[config.mk]
export PLATFORM = sky130hd
export DESIGN_NAME = ring_buffer_frame_sync_scanner
export DESIGN_NICKNAME = d
export VERILOG_FILES = /design/src/sv/frsc_pkg.sv /design/src/sv/frsc_ring.sv /design/src/sv/frsc_scan.sv /design/src/sv/ring_buffer_frame_sync_scanner.sv
export SDC_FILE = /design/constraint.sdc
export NUM_CORES = 1
export LEC_CHECK = 0
export BUFFER_PORTS_ARGS = -buffer_cell sky130_fd_sc_hd__buf_4
export CAP_MARGIN = 15
export CORE_MARGIN = 4
export CORE_UTILIZATION = 50
export DETAILED_ROUTE_END_ITERATION = 8
export HOLD_SLACK_MARGIN = 0.15
export PLACE_DENSITY = 0.67
export SLEW_MARGIN = 20
export SYNTH_ARGS = -nofsm -noshare
export SYNTH_HDL_FRONTEND = slang
export SYNTH_HIERARCHICAL = 1
export SYNTH_SLANG_ARGS = --single-unit
[constraint.sdc]
create_clock -name clk -period 7.7 [get_ports clk]
set_clock_uncertainty 0.15 [all_clocks]
set_input_delay 0.77 -clock clk [delete_from_list [all_inputs] [get_ports clk]]
set_output_delay 0.77 -clock clk [all_outputs]
set_load 0.05 [all_outputs]
[src/sv/frsc_pkg.sv]
package frsc_pkg;

    localparam int RING_DEPTH_DEF  = 64;
    localparam int CHUNK_BYTES_DEF = 8;
    localparam int FRAME_BYTES     = 12;
    localparam int N_CAND          = FRAME_BYTES + 1;
    // bytes read per scan: last candidate start plus one frame
    localparam int SCAN_BYTES      = N_CAND + FRAME_BYTES - 1;
    localparam int SCAN_CNT_W      = $clog2(SCAN_BYTES + 1);

    localparam int HDR0_OFS    = 0;
    localparam int HDR1_OFS    = 1;
    localparam int TAIL0_OFS   = 10;
    localparam int TAIL1_OFS   = 11;
    localparam int PAYLOAD_OFS = 2;
    localparam int PAYLOAD_LEN = 8;

    localparam int CFG_IDX_W  = 3;
    localparam int CFG_DATA_W = 8;

    localparam logic [CFG_IDX_W-1:0] REG_HEADER_FIRST  = 3'd0;
    localparam logic [CFG_IDX_W-1:0] REG_HEADER_SECOND = 3'd1;
    localparam logic [CFG_IDX_W-1:0] REG_TAIL_FIRST    = 3'd2;
    localparam logic [CFG_IDX_W-1:0] REG_TAIL_SECOND   = 3'd3;

    localparam logic [7:0] HEADER_FIRST_RST  = 8'hAA;
    localparam logic [7:0] HEADER_SECOND_RST = 8'h55;
    localparam logic [7:0] TAIL_FIRST_RST    = 8'h0D;
    localparam logic [7:0] TAIL_SECOND_RST   = 8'h0A;

    typedef struct packed {
        logic [7:0] header_first;
        logic [7:0] header_second;
        logic [7:0] tail_first;
        logic [7:0] tail_second;
    } cfg_t;

endpackage

[src/sv/frsc_ring.sv]
module frsc_ring #(
    parameter int RING_DEPTH  = frsc_pkg::RING_DEPTH_DEF,
    parameter int CHUNK_BYTES = frsc_pkg::CHUNK_BYTES_DEF
) (
    input  logic                          clk,
    input  logic                          rst_n,
    input  logic                          wr_en,
    input  logic [7:0]                    wr_byte,
    output logic                          chunk_done,
    output logic [$clog2(RING_DEPTH)-1:0] chunk_base,
    input  logic                          rd_en,
    input  logic [$clog2(RING_DEPTH)-1:0] rd_addr,
    output logic [7:0]                    rd_byte
);

    localparam int AW = $clog2(RING_DEPTH);
    localparam int FW = (CHUNK_BYTES > 1) ? $clog2(CHUNK_BYTES) : 1;

    logic [7:0]    mem [RING_DEPTH];
    logic [7:0]    rdata_reg;
    logic          rok_reg;

    logic [AW-1:0] wptr_reg, wptr_next;
    logic [AW-1:0] base_reg, base_next;
    logic [FW-1:0] fill_reg, fill_next;
    logic          wrapped_reg, wrapped_next;
    logic          wr_last;

    // entries are written in address order from zero, so everything below the
    // write pointer (or everything, once it has wrapped) holds real data
    assign wr_last    = (wptr_reg == AW'(RING_DEPTH - 1));
    assign chunk_done = wr_en && (fill_reg == FW'(CHUNK_BYTES - 1));
    assign chunk_base = base_reg;
    assign rd_byte    = rok_reg ? rdata_reg : 8'h00;

    always_comb
    begin
        wptr_next    = wptr_reg;
        base_next    = base_reg;
        fill_next    = fill_reg;
        wrapped_next = wrapped_reg;
        if (wr_en)
        begin
            wptr_next = wr_last ? '0 : wptr_reg + AW'(1);
            if (wr_last)
            begin
                wrapped_next = 1'b1;
            end
            if (chunk_done)
            begin
                fill_next = '0;
                base_next = wptr_next;
            end
            else
            begin
                fill_next = fill_reg + FW'(1);
            end
        end
    end

    always_ff @(posedge clk or negedge rst_n)
    begin
        if (!rst_n)
        begin
            wptr_reg    <= '0;
            base_reg    <= '0;
            fill_reg    <= '0;
            wrapped_reg <= 1'b0;
        end
        else
        begin
            wptr_reg    <= wptr_next;
            base_reg    <= base_next;
            fill_reg    <= fill_next;
            wrapped_reg <= wrapped_next;
        end
    end

    always_ff @(posedge clk)
    begin
        if (wr_en)
        begin
            mem[wptr_reg] <= wr_byte;
        end
        if (rd_en)
        begin
            rdata_reg <= mem[rd_addr];
            rok_reg   <= wrapped_reg || (rd_addr < wptr_reg);
        end
    end

endmodule

[src/sv/frsc_scan.sv]
module frsc_scan #(
    parameter int RING_DEPTH = frsc_pkg::RING_DEPTH_DEF
) (
    input  logic                          clk,
    input  logic                          rst_n,
    input  logic                          start,
    input  logic [$clog2(RING_DEPTH)-1:0] scan_base,
    input  frsc_pkg::cfg_t                cfg,
    output logic                          rd_en,
    output logic [$clog2(RING_DEPTH)-1:0] rd_addr,
    input  logic [7:0]                    rd_byte,
    output logic                          busy,
    output logic                          out_valid,
    input  logic                          out_stall,
    output logic                          found,
    output logic [63:0]                   payload,
    output logic [31:0]                   good_frames,
    output logic [31:0]                   bad_scans
);

    localparam int AW = $clog2(RING_DEPTH);
    localparam int CW = frsc_pkg::SCAN_CNT_W;
    localparam int FB = frsc_pkg::FRAME_BYTES;

    localparam logic [1:0] ST_IDLE = 2'd0;
    localparam logic [1:0] ST_SCAN = 2'd1;
    localparam logic [1:0] ST_DONE = 2'd2;

    logic [1:0]    state_reg, state_next;
    logic [AW-1:0] rd_addr_reg, rd_addr_next;
    logic [CW-1:0] iss_cnt_reg, iss_cnt_next;
    logic [CW-1:0] rx_cnt_reg, rx_cnt_next;
    logic          rd_pend_reg, rd_pend_next;
    logic          hit_reg, hit_next;
    logic          out_valid_reg, out_valid_next;
    logic [31:0]   good_cnt_reg, good_cnt_next;
    logic [31:0]   bad_cnt_reg, bad_cnt_next;

    logic [63:0]   pay_reg, pay_next;
    logic          out_found_reg, out_found_next;
    logic [63:0]   out_pay_reg, out_pay_next;
    logic [7:0]    win_reg [FB];
    logic [7:0]    win_shift [FB];

    logic          arrive;
    logic          cand_ok;
    logic          last_arrive;
    logic          out_free;
    logic          load;
    logic [63:0]   cand_pay;

    assign rd_en       = (state_reg == ST_SCAN) && (iss_cnt_reg < CW'(frsc_pkg::SCAN_BYTES));
    assign rd_addr     = rd_addr_reg;
    assign arrive      = rd_pend_reg && (state_reg == ST_SCAN);
    assign last_arrive = arrive && (rx_cnt_reg == CW'(frsc_pkg::SCAN_BYTES - 1));
    assign out_free    = !out_valid_reg || !out_stall;
    assign load        = (state_reg == ST_DONE) && out_free;
    assign busy        = (state_reg != ST_IDLE);

    assign out_valid   = out_valid_reg;
    assign found       = out_found_reg;
    assign payload     = out_pay_reg;
    assign good_frames = good_cnt_reg;
    assign bad_scans   = bad_cnt_reg;

    // window of the last twelve bytes; oldest byte is the candidate start
    always_comb
    begin
        for (int i = 0; i < FB - 1; i++)
        begin
            win_shift[i] = win_reg[i + 1];
        end
        win_shift[FB-1] = rd_byte;
        for (int i = 0; i < frsc_pkg::PAYLOAD_LEN; i++)
        begin
            cand_pay[8*i +: 8] = win_shift[frsc_pkg::PAYLOAD_OFS + i];
        end
    end

    assign cand_ok = arrive && (rx_cnt_reg >= CW'(FB - 1))
                     && (win_shift[frsc_pkg::HDR0_OFS]  == cfg.header_first)
                     && (win_shift[frsc_pkg::HDR1_OFS]  == cfg.header_second)
                     && (win_shift[frsc_pkg::TAIL0_OFS] == cfg.tail_first)
                     && (win_shift[frsc_pkg::TAIL1_OFS] == cfg.tail_second);

    always_comb
    begin
        state_next     = state_reg;
        rd_addr_next   = rd_addr_reg;
        iss_cnt_next   = iss_cnt_reg;
        rx_cnt_next    = rx_cnt_reg;
        rd_pend_next   = rd_en;
        hit_next       = hit_reg;
        pay_next       = pay_reg;
        good_cnt_next  = good_cnt_reg;
        bad_cnt_next   = bad_cnt_reg;
        out_found_next = out_found_reg;
        out_pay_next   = out_pay_reg;
        out_valid_next = out_valid_reg && out_stall;

        case (state_reg)
            ST_IDLE:
            begin
                if (start)
                begin
                    state_next   = ST_SCAN;
                    rd_addr_next = scan_base;
                    iss_cnt_next = '0;
                    rx_cnt_next  = '0;
                    rd_pend_next = 1'b0;
                    hit_next     = 1'b0;
                    pay_next     = '0;
                end
            end
            ST_SCAN:
            begin
                if (rd_en)
                begin
                    rd_addr_next = (rd_addr_reg == AW'(RING_DEPTH - 1)) ? '0
                                   : rd_addr_reg + AW'(1);
                    iss_cnt_next = iss_cnt_reg + CW'(1);
                end
                if (arrive)
                begin
                    rx_cnt_next = rx_cnt_reg + CW'(1);
                end
                if (cand_ok)
                begin
                    hit_next   = 1'b1;
                    pay_next   = cand_pay;
                    state_next = ST_DONE;
                end
                else if (last_arrive)
                begin
                    state_next = ST_DONE;
                end
            end
            ST_DONE:
            begin
                if (out_free)
                begin
                    out_valid_next = 1'b1;
                    out_found_next = hit_reg;
                    out_pay_next   = pay_reg;
                    if (hit_reg)
                    begin
                        good_cnt_next = good_cnt_reg + 32'd1;
                    end
                    else
                    begin
                        bad_cnt_next = bad_cnt_reg + 32'd1;
                    end
                    state_next = ST_IDLE;
                end
            end
            default:
            begin
                state_next = ST_IDLE;
            end
        endcase
    end

    always_ff @(posedge clk or negedge rst_n)
    begin
        if (!rst_n)
        begin
            state_reg     <= ST_IDLE;
            rd_addr_reg   <= '0;
            iss_cnt_reg   <= '0;
            rx_cnt_reg    <= '0;
            rd_pend_reg   <= 1'b0;
            hit_reg       <= 1'b0;
            out_valid_reg <= 1'b0;
            good_cnt_reg  <= '0;
            bad_cnt_reg   <= '0;
        end
        else
        begin
            state_reg     <= state_next;
            rd_addr_reg   <= rd_addr_next;
            iss_cnt_reg   <= iss_cnt_next;
            rx_cnt_reg    <= rx_cnt_next;
            rd_pend_reg   <= rd_pend_next;
            hit_reg       <= hit_next;
            out_valid_reg <= out_valid_next;
            good_cnt_reg  <= good_cnt_next;
            bad_cnt_reg   <= bad_cnt_next;
        end
    end

    always_ff @(posedge clk)
    begin
        pay_reg       <= pay_next;
        out_found_reg <= out_found_next;
        out_pay_reg   <= out_pay_next;
        if (arrive)
        begin
            win_reg <= win_shift;
        end
    end

    a_start_idle: assert property (@(posedge clk) disable iff (!rst_n)
        start |-> (state_reg == ST_IDLE))
        else $error("chunk completed while a scan is in progress");

    a_iss_bound: assert property (@(posedge clk) disable iff (!rst_n)
        (iss_cnt_reg <= CW'(frsc_pkg::SCAN_BYTES)) && (rx_cnt_reg <= iss_cnt_reg))
        else $error("scan read counters out of range");

    a_one_count: assert property (@(posedge clk) disable iff (!rst_n)
        load |=> ((good_cnt_reg + bad_cnt_reg)
                  == ($past(good_cnt_reg) + $past(bad_cnt_reg) + 32'd1)))
        else $error("a scan result must bump exactly one counter");

    a_miss_zero: assert property (@(posedge clk) disable iff (!rst_n)
        (out_valid_reg && !out_found_reg) |-> (out_pay_reg == 64'd0))
        else $error("payload must be zero when no frame was found");

    a_result_after_load: assert property (@(posedge clk) disable iff (!rst_n)
        $rose(out_valid_reg) |-> $past(load))
        else $error("result shown without a finished scan");

endmodule

[src/sv/ring_buffer_frame_sync_scanner.sv]
// Channel   Signals                                       Direction
// input     in_valid, in_stall, rx_byte                   one received byte in
// output    out_valid, out_stall, found, payload,         one scan result per chunk
//           good_frames, bad_scans
// config    cfg_we, cfg_index, cfg_data                   pattern byte writes
//
// A byte that does not complete a chunk is taken whenever in_stall is low.
// The byte that completes a chunk starts a scan: 13 to 24 ring reads, one per
// cycle through the single read port, each byte coming back from a registered
// read, then the result is loaded; in_stall stays high until that load.
// The ring needs no clearing pass after reset; unwritten entries read as zero.
// A stalled result holds; bytes keep flowing until the next chunk is complete.
module ring_buffer_frame_sync_scanner #(
    parameter int RING_DEPTH  = frsc_pkg::RING_DEPTH_DEF,
    parameter int CHUNK_BYTES = frsc_pkg::CHUNK_BYTES_DEF
) (
    input  logic                           clk,
    input  logic                           rst_n,
    input  logic                           in_valid,
    output logic                           in_stall,
    input  logic [7:0]                     rx_byte,
    output logic                           out_valid,
    input  logic                           out_stall,
    output logic                           found,
    output logic [63:0]                    payload,
    output logic [31:0]                    good_frames,
    output logic [31:0]                    bad_scans,
    input  logic                           cfg_we,
    input  logic [frsc_pkg::CFG_IDX_W-1:0] cfg_index,
    input  logic [frsc_pkg::CFG_DATA_W-1:0] cfg_data
);

    localparam int AW = $clog2(RING_DEPTH);

    frsc_pkg::cfg_t cfg_reg, cfg_next;

    logic          busy;
    logic          in_xact;
    logic          chunk_done;
    logic [AW-1:0] chunk_base;
    logic          rd_en;
    logic [AW-1:0] rd_addr;
    logic [7:0]    rd_byte;

    assign in_stall = busy;
    assign in_xact  = in_valid && !busy;

    always_comb
    begin
        cfg_next = cfg_reg;
        if (cfg_we)
        begin
            case (cfg_index)
                frsc_pkg::REG_HEADER_FIRST:  cfg_next.header_first  = cfg_data;
                frsc_pkg::REG_HEADER_SECOND: cfg_next.header_second = cfg_data;
                frsc_pkg::REG_TAIL_FIRST:    cfg_next.tail_first    = cfg_data;
                frsc_pkg::REG_TAIL_SECOND:   cfg_next.tail_second   = cfg_data;
                default:                     cfg_next = cfg_reg;
            endcase
        end
    end

    always_ff @(posedge clk or negedge rst_n)
    begin
        if (!rst_n)
        begin
            cfg_reg.header_first  <= frsc_pkg::HEADER_FIRST_RST;
            cfg_reg.header_second <= frsc_pkg::HEADER_SECOND_RST;
            cfg_reg.tail_first    <= frsc_pkg::TAIL_FIRST_RST;
            cfg_reg.tail_second   <= frsc_pkg::TAIL_SECOND_RST;
        end
        else
        begin
            cfg_reg <= cfg_next;
        end
    end

    frsc_ring #(
        .RING_DEPTH  (RING_DEPTH),
        .CHUNK_BYTES (CHUNK_BYTES)
    ) u_ring (
        .clk        (clk),
        .rst_n      (rst_n),
        .wr_en      (in_xact),
        .wr_byte    (rx_byte),
        .chunk_done (chunk_done),
        .chunk_base (chunk_base),
        .rd_en      (rd_en),
        .rd_addr    (rd_addr),
        .rd_byte    (rd_byte)
    );

    frsc_scan #(
        .RING_DEPTH (RING_DEPTH)
    ) u_scan (
        .clk         (clk),
        .rst_n       (rst_n),
        .start       (chunk_done),
        .scan_base   (chunk_base),
        .cfg         (cfg_reg),
        .rd_en       (rd_en),
        .rd_addr     (rd_addr),
        .rd_byte     (rd_byte),
        .busy        (busy),
        .out_valid   (out_valid),
        .out_stall   (out_stall),
        .found       (found),
        .payload     (payload),
        .good_frames (good_frames),
        .bad_scans   (bad_scans)
    );

endmodule

# Word level (Yosys, flattened, before mapping)
# Memories as Yosys holds them, arrays and structs flattened. A register that Yosys moved wholly into a read port is not among the register bits.
# Cells that the tools add are included.
[word_totals] word_cells=125 reg_bits=351 out_inout_bits=131 romBits=0 mem_count=1 input_bits=24 ramBits=512 latch_bits=0
[classes] n_div=0 n_bitwise=1 n_reduce_logical=33 magnitude_cmp=3 muxes=29 eq_ne=19 shifts=0 n_mul=0 add_sub_neg=7
[memory_table] memory="u_ring.mem" depth=64 word_bits=8 rd=1 rd_ports_with_merged_regs=1 write_ports=1 line="frsc_ring.sv:19" source="logic [7:0] mem [RING_DEPTH];"
[op_table] operator="$mux 64" n=2
[op_table] operator="$pmux 64 s2" n=1
[op_table] operator="$add 32x1->32 const B" n=2
[op_table] operator="$eq 8x8->1" n=4
[op_table] operator="$mux 6" n=4
[op_table] operator="$pmux 5 s2" n=2
[op_table] operator="$reduce_and 3->1" n=6
[op_table] operator="$mux 5" n=3
[op_table] operator="$reduce_and 2->1" n=7
[op_table] operator="$add 6x1->6 const B" n=2
[op_table] operator="$eq 6x6->1 const B" n=2
[op_table] operator="$pmux 6 s2" n=1
[op_table] operator="$logic_and 1x1->1" n=11
[op_table] operator="$add 5x1->5 const B" n=2
[op_table] operator="$mux 1" n=8
[op_table] operator="$mux 2" n=4
[op_table] operator="$mux 8" n=1
[op_table] operator="$eq 3x2->1 const B" n=2
[op_table] operator="$lt 6x6->1" n=1
[op_table] operator="$ne 2x1->1 const B" n=3
[op_table] operator="$pmux 2 s3" n=1
[op_table] operator="$eq 5x5->1 const B" n=1
[op_table] operator="$ge 5x4->1 const B" n=1
[op_table] operator="$lt 5x5->1 const B" n=1
[op_table] operator="other kinds (15)" n=20

# Depth between registers and ports, before layout
[logic_depth] word_depth=9 mapped_depth=11 ltp_nobuf=10

# Cells and area by module
# The synthesis kept the hierarchy.
[by_module_without_submodules] module="frsc_ring" n_inst=1 cells_each=1067 area_each_um2=21246.6 seq_area_each_um2=16045.4
[by_module_without_submodules] module="frsc_scan" n_inst=1 cells_each=696 area_each_um2=11287.1 seq_area_each_um2=8643.3
[by_module_without_submodules] module="ring_buffer_frame_sync_scanner" n_inst=1 cells_each=71 area_each_um2=1251.2 seq_area_each_um2=817.0

# Worst setup path after synthesis
# No wires, ideal clock.
[synth_path] path_type="flip-flop to flip-flop" startpoint="register u_scan.state_reg[1]" endpoint="register u_scan.pay_reg[0], enable pin" setup_ns=0.424 slack_ns=1.869 n_path_buf=1 arrival_time_ns=5.258 path_stages_with_launch=7 t_required_ns=7.126 period_less_slack_ns=5.831 path_cell_list="dfrtp_1 -> and3b_2 -> clkbuf_1 -> nand4_1 -> nor4_1 -> nand3_1 -> nand2_1"
[synth_via] elab_chain_cells=9 word_cells_on_any_way=16 cone_classes="eq/ne: 3; reduce/logical: 13"
[synth_lines] element="start, declared" line="frsc_scan.sv:29" source="logic [1:0] state_reg, state_next;"
[synth_lines] element="start signal, assigned" line="frsc_scan.sv:179" source="state_reg <= state_next;"
[synth_lines] element="$eq 2x1->1" line="frsc_scan.sv:54" source="assign arrive = rd_pend_reg && (state_reg == ST_SCAN);"
[synth_lines] element="$logic_and 1x1->1" line="frsc_scan.sv:54"
[synth_lines] element="named net u_scan.arrive" line="frsc_scan.sv:45" source="logic arrive;"
[synth_lines] element="$logic_and 1x1->1" line="frsc_scan.sv:80" source="assign cand_ok = arrive && (rx_cnt_reg >= CW'(FB - 1))"
[synth_lines] element="$logic_and 1x1->1" line="frsc_scan.sv:81" source="&& (win_shift[frsc_pkg::HDR0_OFS] == cfg.header_first)"
[synth_lines] element="$logic_and 1x1->1" line="frsc_scan.sv:82" source="&& (win_shift[frsc_pkg::HDR1_OFS] == cfg.header_second)"
[synth_lines] element="$logic_and 1x1->1" line="frsc_scan.sv:83" source="&& (win_shift[frsc_pkg::TAIL0_OFS] == cfg.tail_first)"
[synth_lines] element="$logic_and 1x1->1" line="frsc_scan.sv:84" source="&& (win_shift[frsc_pkg::TAIL1_OFS] == cfg.tail_second);"
[synth_lines] element="$ne 2x1->1 (no line)"
[synth_lines] element="$reduce_and 3->1 (no line)"
[synth_lines] element="end signal, assigned" line="frsc_scan.sv:193" source="pay_reg <= pay_next;"
[synth_lines] element="end, declared" line="frsc_scan.sv:39" source="logic [63:0] pay_reg, pay_next;"
# The timed path passes the listed nets, and every way through them passes these cells.
# A chain may end at the register's enable or synchronous reset.

==> run_results.csv <==
group,metric,value,unit
drt,drc_errors,0,
yosys,syn_nets,1871,
clocking,cts_made_buffers,87,
global_route,grt_max_degree,120,
clocking,clkSinkCount,871,
yosys,synth_common_cells,"edfxtp_1 (738), dfrtp_1 (120), mux4_2 (116)",
timing,hold_viol,0,
floorplan,placementRows,95,
timing,setup_viol,0,
yosys,synth-main-ff-cell,"edfxtp_1",
drt,first_pass_iters,5,
clocking,clkTransAtPathRegs,70,ps
timing,tightest_slew,1030,ps
yosys,synthArstFlopShare,0.153,
drt,vias_per_cell,5.77,
layout,largest_reg_flops,512,
floorplan,die-area,71800,sq um
floorplan,io_pins,155,
drt,ant_nets,0,
worst_setup_path,endpoint_kind,"flop",
timing,layout_setup_ws,4110,ps
timing,min_period,3590,ps
pwr,pwr-share-seq,0.474,
worst_setup_path,arrival,3810,ps
timing,holdWs,258,ps
place,place_congestion,0.866,
timing,finalCritPeriodShare,0.467,
floorplan,die_h,268,um
layout,drive_gt1_frac,0.239,
clocking,clockBufferDepth,3,
global_route,grt_pass1_vias,17204,
clocking,cts-root-buf,"clkbuf_16",
worst_hold_path,hp-start,"cfg_data[7]",
run_status,outcome,"completed",
yosys,synth.top_cell.area_share,0.656,
pwr,pwr_density_cell,317,nW/um^2
yosys,avgSynthCellArea,18.4,sq um
drt,initialDrtViolationCount,1557,
worst_setup_path,startpoint_type,"flop",
timing,timing.fmax,0.278,GHz
drt,finalWirelength,70.9,mm
job,maxCapViolCount,0,
worst_setup_path,startpoint,"u_scan/rd_addr[1]$_DFFE_PN0P_",
pwr,p_clk_frac,0.339,
pwr,combPwrFrac,0.187,
place,dp_hpwl,43.5,mm
pwr,vdd_drop_max,265,uV
global_route,grt_pass1_wl,108,mm
layout,finalNetCount,2064,
worst_setup_path,r2r-start,"u_scan/rd_addr[1]$_DFFE_PN0P_",
floorplan,core_area,67000,sq um
timing,setup_tns,0,ps
yosys,seq_area_frac_synth,0.755,
timing,relSlewSlack,0.292,
yosys,synthDistinctLibCells,59,
layout,largest_register,"u_ring/mem",
floorplan,initial_core_util,0.504,
yosys,synth-seq-cells,871,
global_route,antenna_found_initial,2,
yosys,synthTopCellsByArea,"edfxtp_1 (66%), dfrtp_1 (8.9%), mux4_2 (7.7%)",
global_route,grtUsageTotal,0.198,
pwr,p_switching,3360,uW
clocking,clk-insertion-delay-late,640,ps
clocking,h-tree-depth,3,
pwr,internal_power,8920,uW
drt,vias,17134,
worst_setup_path,reg2regPathDepth,7,
yosys,mappedNetlistArea,33800,sq um
yosys,postSynthCellCount,1834,
global_route,grt-ovfl-total,0,
yosys,synth_top_area_cell,"edfxtp_1",
pwr,leakagePower,0.0133,uW
timing,drv_slew,0,
layout,final_util,0.577,
yosys,synth-edff-count,738,
worst_setup_path,critical_path_class,"reg -> reg",
place,post-place-ws,4110,ps
timing,rsz0062_at_grt,"no",
layout,area_growth,14.5,%
floorplan,die_w,268,um
place,port_buffers,154,
worst_hold_path,hold_path_depth,2,
pwr,swShare,0.274,
drt,wire_per_inst,23.8,um
worst_hold_path,hp-class,"in -> reg",
worst_setup_path,critPathRequiredTime,7910,ps
worst_setup_path,path_max_fanout,62,
yosys,yosysMostFrequentCell,"edfxtp_1",
layout,fillers,5029,
clocking,cts_tree,"done",
yosys,ys_warn_count,6,
## metal layers
layer  GRT usage  wire (um)
met1       0.280      30200
met2       0.326      34900
met5           0         13
met4      0.0544       1750
met3      0.0330       3980
## cells in the final DEF (no fill, tap or decap), drive strengths merged, types with 27 or more instances in the layout
| cell type | instances |
|---|---|
| nor3 | 28 |
| mux2 | 55 |
| xor2 | 30 |
| nand3 | 43 |
| clkbuf | 117 |
| o21ai | 27 |
| mux4 | 116 |
| buf | 172 |
| dfrtp | 120 |
| clkinv | 28 |
| nand4 | 33 |
| nor2 | 106 |
| mux2i | 45 |
| edfxtp | 738 |
| nand2 | 73 |
| and2 | 74 |
| xnor2 | 74 |
## worst max-delay path, cell delays in order, from the launching register on
cell and delay [ps]:
dfrtp_4 640, buf_4 860, mux4_2 420, nor2b_1 150, a211oi_1 560, a21oi_1 140
nor2_1 260, a311oi_1 80
## final timing paths
kind	endpoint	slack [ps]
min in group asynchronous	cfg_reg[23]$_DFFE_PN0P_	520
setup reg to reg	u_ring/rdata_reg[5]$_DFFE_PP_	4110
max in group asynchronous	u_scan/good_frames[10]$_DFFE_PN0P_	5500
hold reg to reg	u_scan/payload[6]$_DFFE_PP_	260
hold / removal	cfg_reg[23]$_DFFE_PN0P_	260
setup / recovery	u_ring/rdata_reg[5]$_DFFE_PP_	4110
## per-stage QoR
step | cell area [sq um] | power (uW) | cells
after floorplan | 33800 | 7520 | 1834
after global placement | 35800 | 8170 | 2810
after detailed placement | 35800 | 8220 | 2810
after CTS | 38700 | 12400 | 2970
after global routing | 38700 | 12800 | 2970
final | 38700 | 12300 | 2971
## cell families after synthesis
| logic type | after synthesis | synth area share |
|---|---|---|
| flip-flops | 871 | 0.755 |
| AO/OA/AOI/OAI | 113 | 0.0217 |
| AND/OR/NAND/NOR | 428 | 0.0695 |
| adder cells (fa/ha/maj) | 13 | 0.00481 |
| XOR/XNOR | 104 | 0.0270 |
| buffers and inverters | 89 | 0.0131 |
| multiplexers | 216 | 0.109 |
## power by group through the flow
stage | clock [uW] | combinational (uW) | sequential, uW
2_1_floorplan | 0 | 1750 | 5770
3_3_place_gp | 0 | 2270 | 5900
3_5_place_dp | 0 | 2310 | 5910
4_1_cts | 4260 | 2320 | 5820
5_1_grt | 4470 | 2500 | 5850
6_report | 4160 | 2300 | 5820
## what timing repair did
| item | in CTS | in global routing |
|---|---|---|
| endpoints found under the hold margin | 52 | 0 |
| hold buffers | 1 | 0 |
| buffers inserted | 0 | 0 |
| resized for setup | 0 | 0 |
## area by class of cell
class | count | area, sq um | area share
diodes | 1 | 2.50 | 0.0000647
clock buffers | 117 | 2380 | 0.0616
clock inverters | 42 | 458 | 0.0118
inverters | 20 | 75.1 | 0.00194
multi-input cells | 874 | 7850 | 0.203
flip-flops and latches | 871 | 25500 | 0.659
well taps | 873 | 1090 | 0.0282
repair buffers | 173 | 1320 | 0.0340
No activity file was read; power rests on OpenSTA's default activity.
